[src/rtl/sle_pkg.sv]
// ----------------------------------------------------------------------------
// sle_pkg
// shared types and constants of the sequential list engine
// ----------------------------------------------------------------------------
package sle_pkg;

  localparam int DATA_W       = 32;
  localparam int POS_W        = 7;
  localparam int LEN_W        = 7;
  localparam int FPOS_W       = 6;
  localparam int DEF_CAPACITY = 64;
  localparam int MAX_CAPACITY = 1024;
  // wide enough for any count or position the block can see
  localparam int CMP_W        = $clog2(MAX_CAPACITY + 1);
  // match bits examined per search cycle
  localparam int GRP_SIZE     = 8;
  localparam int GSEL_W       = $clog2(GRP_SIZE);

  typedef enum logic [1:0] {
    OP_INSERT = 2'd0,
    OP_DELETE = 2'd1,
    OP_LOCATE = 2'd2,
    OP_CLEAR  = 2'd3
  } op_t;

  typedef enum logic {
    S_IDLE = 1'b0,
    S_SCAN = 1'b1
  } state_t;

  // broadcast from the control to every cell
  typedef struct packed {
    logic              ins;
    logic              del;
    logic              clr;
    logic [DATA_W-1:0] value;
    logic [CMP_W-1:0]  pos;
    logic [CMP_W-1:0]  cnt;
  } cell_ctrl_t;

endpackage

[src/rtl/sle_cell.sv]
// ----------------------------------------------------------------------------
// sle_cell
// one list entry: takes from a neighbor on shifts and compares for locate
// ----------------------------------------------------------------------------
module sle_cell import sle_pkg::*; #(
  parameter int IDX = 0
) (
  input  logic              clk,
  input  cell_ctrl_t        ctrl,
  input  logic [DATA_W-1:0] left,
  input  logic [DATA_W-1:0] right,
  output logic [DATA_W-1:0] entry,
  output logic              match
);

  localparam logic [CMP_W-1:0] IDX_C  = CMP_W'(IDX);
  localparam logic [CMP_W-1:0] IDX_C1 = CMP_W'(IDX + 1);

  logic [DATA_W-1:0] entry_next;

  always_comb begin
    entry_next = entry;
    if (ctrl.clr) begin
      entry_next = '0;
    end else if (ctrl.ins) begin
      if (IDX_C == ctrl.pos) begin
        entry_next = ctrl.value;
      end else if (IDX_C > ctrl.pos && IDX_C <= ctrl.cnt) begin
        entry_next = left;
      end
    end else if (ctrl.del) begin
      if (IDX_C >= ctrl.pos && IDX_C1 < ctrl.cnt) begin
        entry_next = right;
      end
    end
  end

  always_ff @(posedge clk) begin
    entry <= entry_next;
  end

  // only live entries can match
  assign match = (entry == ctrl.value) && (IDX_C < ctrl.cnt);

endmodule
[config.mk]
export PLATFORM = sky130hd
export DESIGN_NAME = sle_cell
export DESIGN_NICKNAME = d
export VERILOG_FILES = /design/src/rtl/sle_pkg.sv /design/src/rtl/sle_cell.sv
export SDC_FILE = /design/constraint.sdc
export NUM_CORES = 1
export LEC_CHECK = 0
export ABC_AREA = 1
export BUFFER_PORTS_ARGS = -buffer_cell sky130_fd_sc_hd__buf_2
export CORE_ASPECT_RATIO = 0.8
export CORE_UTILIZATION = 49
export DETAILED_ROUTE_END_ITERATION = 12
export GPL_TIMING_DRIVEN = 1
export PLACE_DENSITY = 0.87
export SLEW_MARGIN = 30
export SYNTH_ARGS = -nofsm -noshare
export SYNTH_HDL_FRONTEND = slang
export SYNTH_SLANG_ARGS = --single-unit
[constraint.sdc]
create_clock -name clk -period 2.3 [get_ports clk]
set_input_delay 0.115 -clock clk [delete_from_list [all_inputs] [get_ports clk]]
set_output_delay 0.115 -clock clk [all_outputs]
set_load 0.02 [all_outputs]
* Yosys cells after proc, flatten, opt, wreduce, memory -nomap -nowiden *
Cells that the tools add are included.

cells by class
  mux-type cells = 5
  $lt $le $gt $ge = 5
  reduce and logical (&&, ||, !) cells = 7
  eq/ne operators = 2

operators with widths
  kind                 number
  $mux 32              5
  $eq 32x32->1         1
  $lt 1x11->1 const A  2
  $ge 1x11->1 const A  1
  $gt 1x11->1 const A  1
  $le 1x11->1 const A  1
  $logic_not 11->1     1
  $reduce_bool 2->1    2
  $logic_and 1x1->1    3
  $ne 3x1->1 const B   1
  $reduce_and 3->1     1

word-level totals
  bits of input ports = 122
  register bits after elaboration = 32
  word-level logic and storage cells = 20
  output and inout port bits = 33

* Logic depth before layout (Yosys ltp) *
  depth after elaboration = 5
  depth in mapped cells = 10

* Worst setup path after synthesis *
OpenSTA, ideal clock, no wires.

  path kind = register to output
  from = register entry[1]
  to = output port match
  arrival = 1,150 ps
  stages on the path, launching flop included = 6
  path slack = 1,035 ps
  required time = 2,185 ps
  cell sequence = dfxtp_1 xnor2_1 nand4_1 nor2_1 nand3_1 nor2_1

between the ends
  longest elaborated chain between the ends = 2

ends and longest elaborated chain
  element                 RTL line        text
  start, declared         sle_cell.sv:12  output logic [DATA_W-1:0] entry,
  start signal, assigned  sle_cell.sv:39  entry <= entry_next;
  $eq 32x32->1            sle_cell.sv:43  assign match = (entry == ctrl.value) && (IDX_C < ctrl.cnt);
  $logic_and 1x1->1       sle_cell.sv:43
  end, declared           sle_cell.sv:13  output logic match

Every way passes these cells.

* Worst setup path after layout *
  from = register entry[27]
  to = output port match

The elaborated chain is that of the path after synthesis.

==> impl_metrics.ini <==
[outcome]
status = complete, no violations

[floorplan]
die_area_sq_mm = 0.00596
start_util_pct = 51.0
core_area_sq_mm = 0.00544
rows = 24
die_h_um = 69.3
die_w_um = 86.1
pin_count = 155

[worst_hold_path]
hold_start = right[12]
hp-class = primary input to flip-flop

[cts]
cts_hold_buf = 0
clk_pin_slew_ns = 0.07
cts_buffers = 5
clock-sinks = 32
cts_tree = yes
cts_buffer_depth = 2
h-tree-depth = 2
cts_root_buf = clkbuf_8
postCtsSetupBuffers = 0
cts_resized = 0
clk_latency_ns = 0.28

[logic_synthesis]
synth_top_cell_area_share_pct = 23.1
synth.area.top_cells = dfxtp_1, nand2_1, inv_1
synth_edf_count = 0
avgSynthCellArea_sq_um = 5.31
synth_warnings = 0
synth-main-ff-cell = dfxtp_1
synthArstFlopShare_pct = 0
ys_seq_elements = 32
postSynthCellCount = 522
synthesis.nets = 644
ys_seq_area_share_pct = 23.1
yosysTopAreaCell = dfxtp_1
syn_area_sq_mm = 0.00277
synth.distinct_cells = 20

[critical_path]
cp_max_fo = 3
crit_required_ns = 2.18
crit_start = entry[27]$_SDFFE_PP0P_
cp-end-kind = output pin
crit_type = flip-flop to output pin
r2r_start = entry[21]$_SDFFE_PP0P_
start_kind = flip-flop
crit_arrival_ns = 1.55

[sta]
fmax_ghz = 0.601
worstMarginPinSlew_ns = 0.628
setup_viol_count_final = 0
tns_ns = 0
maxSlewViolCount = 0
whs_ns = 0.132
rsz0062_at_grt = no
slew_headroom_pct = 58.1
hold_viol_final = 0
fin_skew_ns = 0
period_needed_ns = 1.67
finalCritPeriodShare_pct = 72.4

[global_route]
overflow = 0
antenna_found_initial = 1
grt_pass1_vias = 3268
grt_pass1_wl_mm = 14.1
global_route.usage.total_pct = 29.4
grt_max_degree = 65

[finish]
mostFrequentLayoutCells = nand2_1, buf_2, inv_1, nor2_1, nand3_1
largest_register_ffs = 32
nFillCells = 511
multi_input_area_sq_mm = 0.00162
regArea_sq_um = 641
nets = 786
reg.largest.list = entry x32
drive_above_1_share_pct = 26.2
final_common_cell = nand2_1
insertedDiodeCount = 0
top_register = entry
syn_to_final_growth_pct = 31.6

[power]
cellPowerDensity_mw_per_mm2 = 352
leakage_uw = 0.00230
peakVddDrop_uv = 216

[job]
max_cap_viol_count = 0

[route]
detail_route.iter0.violations = 200
via_count = 3518
drc = 0
ant_nets = 0
drt_wl_total_mm = 8.69
routed_via_density = 4.73
wl_per_cell_um = 11.7
first_pass_iters = 5

[place]
place.gp.congestion = 0.900
hpwl_mm = 6.39
portBuffers = 154
[cell families (layout without fill, tap and decap cells)]
kind of cell / after synthesis / after routing / synth area share [%]
buffers and inverters: 127 / 270 / 18.6
flip-flops: 32 / 32 / 23.1
XOR/XNOR: 21 / 21 / 6.64
AND/OR/NAND/NOR: 330 / 330 / 48.9
AO/OA/AOI/OAI: 12 / 12 / 2.71
[worst max-delay path, cell delays in order, from the launching register on]
cell and delay, ns:
dfxtp_1 0.34, xor2_1 0.17, nor2_1 0.11, nand2_1 0.06, nor2_1 0.17, nand3_1 0.11, nor2_1 0.12, buf_2 0.18
[synth_stat cells (2+ instances only)]
library cell  count
nand3_1          66
nand4_1           5
clkbuf_1         10
dfxtp_1          32
o22ai_1          10
buf_6             3
inv_1            99
nor2_1           85
buf_2            13
nand2_1         169
inv_2             2
xnor2_1          20
[power breakdown]
| part | switching, uW | internal (uW) | total, uW |
|---|---|---|---|
| Clock | 208 | 239 | 446 |
| Sequential | 0.284 | 554 | 554 |
| Combinational | 149 | 135 | 284 |
| Total | 357 | 928 | 1290 |
[stage by stage]
stage	total power, uW	worst slack, ns	util, %	instance area, sq um	cells
floorplan	705	1.03	-	2770	522
global placement	844	0.803	65.4	3560	735
detailed placement	848	0.733	65.4	3560	735
CTS	1300	0.643	67.1	3650	743
global route	1360	0.492	67.1	3650	743
finish	1290	0.635	67.1	3650	743
[metal layers]
| layer | up-vias | part of all wire, % | track usage, % |
|---|---|---|---|
| met2 | 196 | 46 | 50.1 |
| met5 | - | 0.12 | 0 |
| met4 | 2 | 1.5 | 8.33 |
| met3 | 14 | 9.8 | 6.31 |
| met1 | 1480 | 43 | 37.2 |
| li1 | 1826 | - | - |
[path summary, 6_finish.rpt]
path	to	slack, ns	cells after the start
setup / recovery	match	0.63	7
hold / removal	entry[12]$_SDFFE_PP0P_	0.13	5
setup reg to reg	entry[21]$_SDFFE_PP0P_	1.53	4
hold reg to reg	entry[2]$_SDFFE_PP0P_	0.55	4
[final cells by class]
class | count | area share, %
sequential | 32 | 17.6
clock inverter | 2 | 0.274
multi-input combinational | 363 | 44.3
tap | 78 | 2.67
clock buffer | 6 | 2.26
inverter | 101 | 10.4
timing repair buffer | 161 | 22.6
Note: power is estimated with default switching activity, not from simulation.
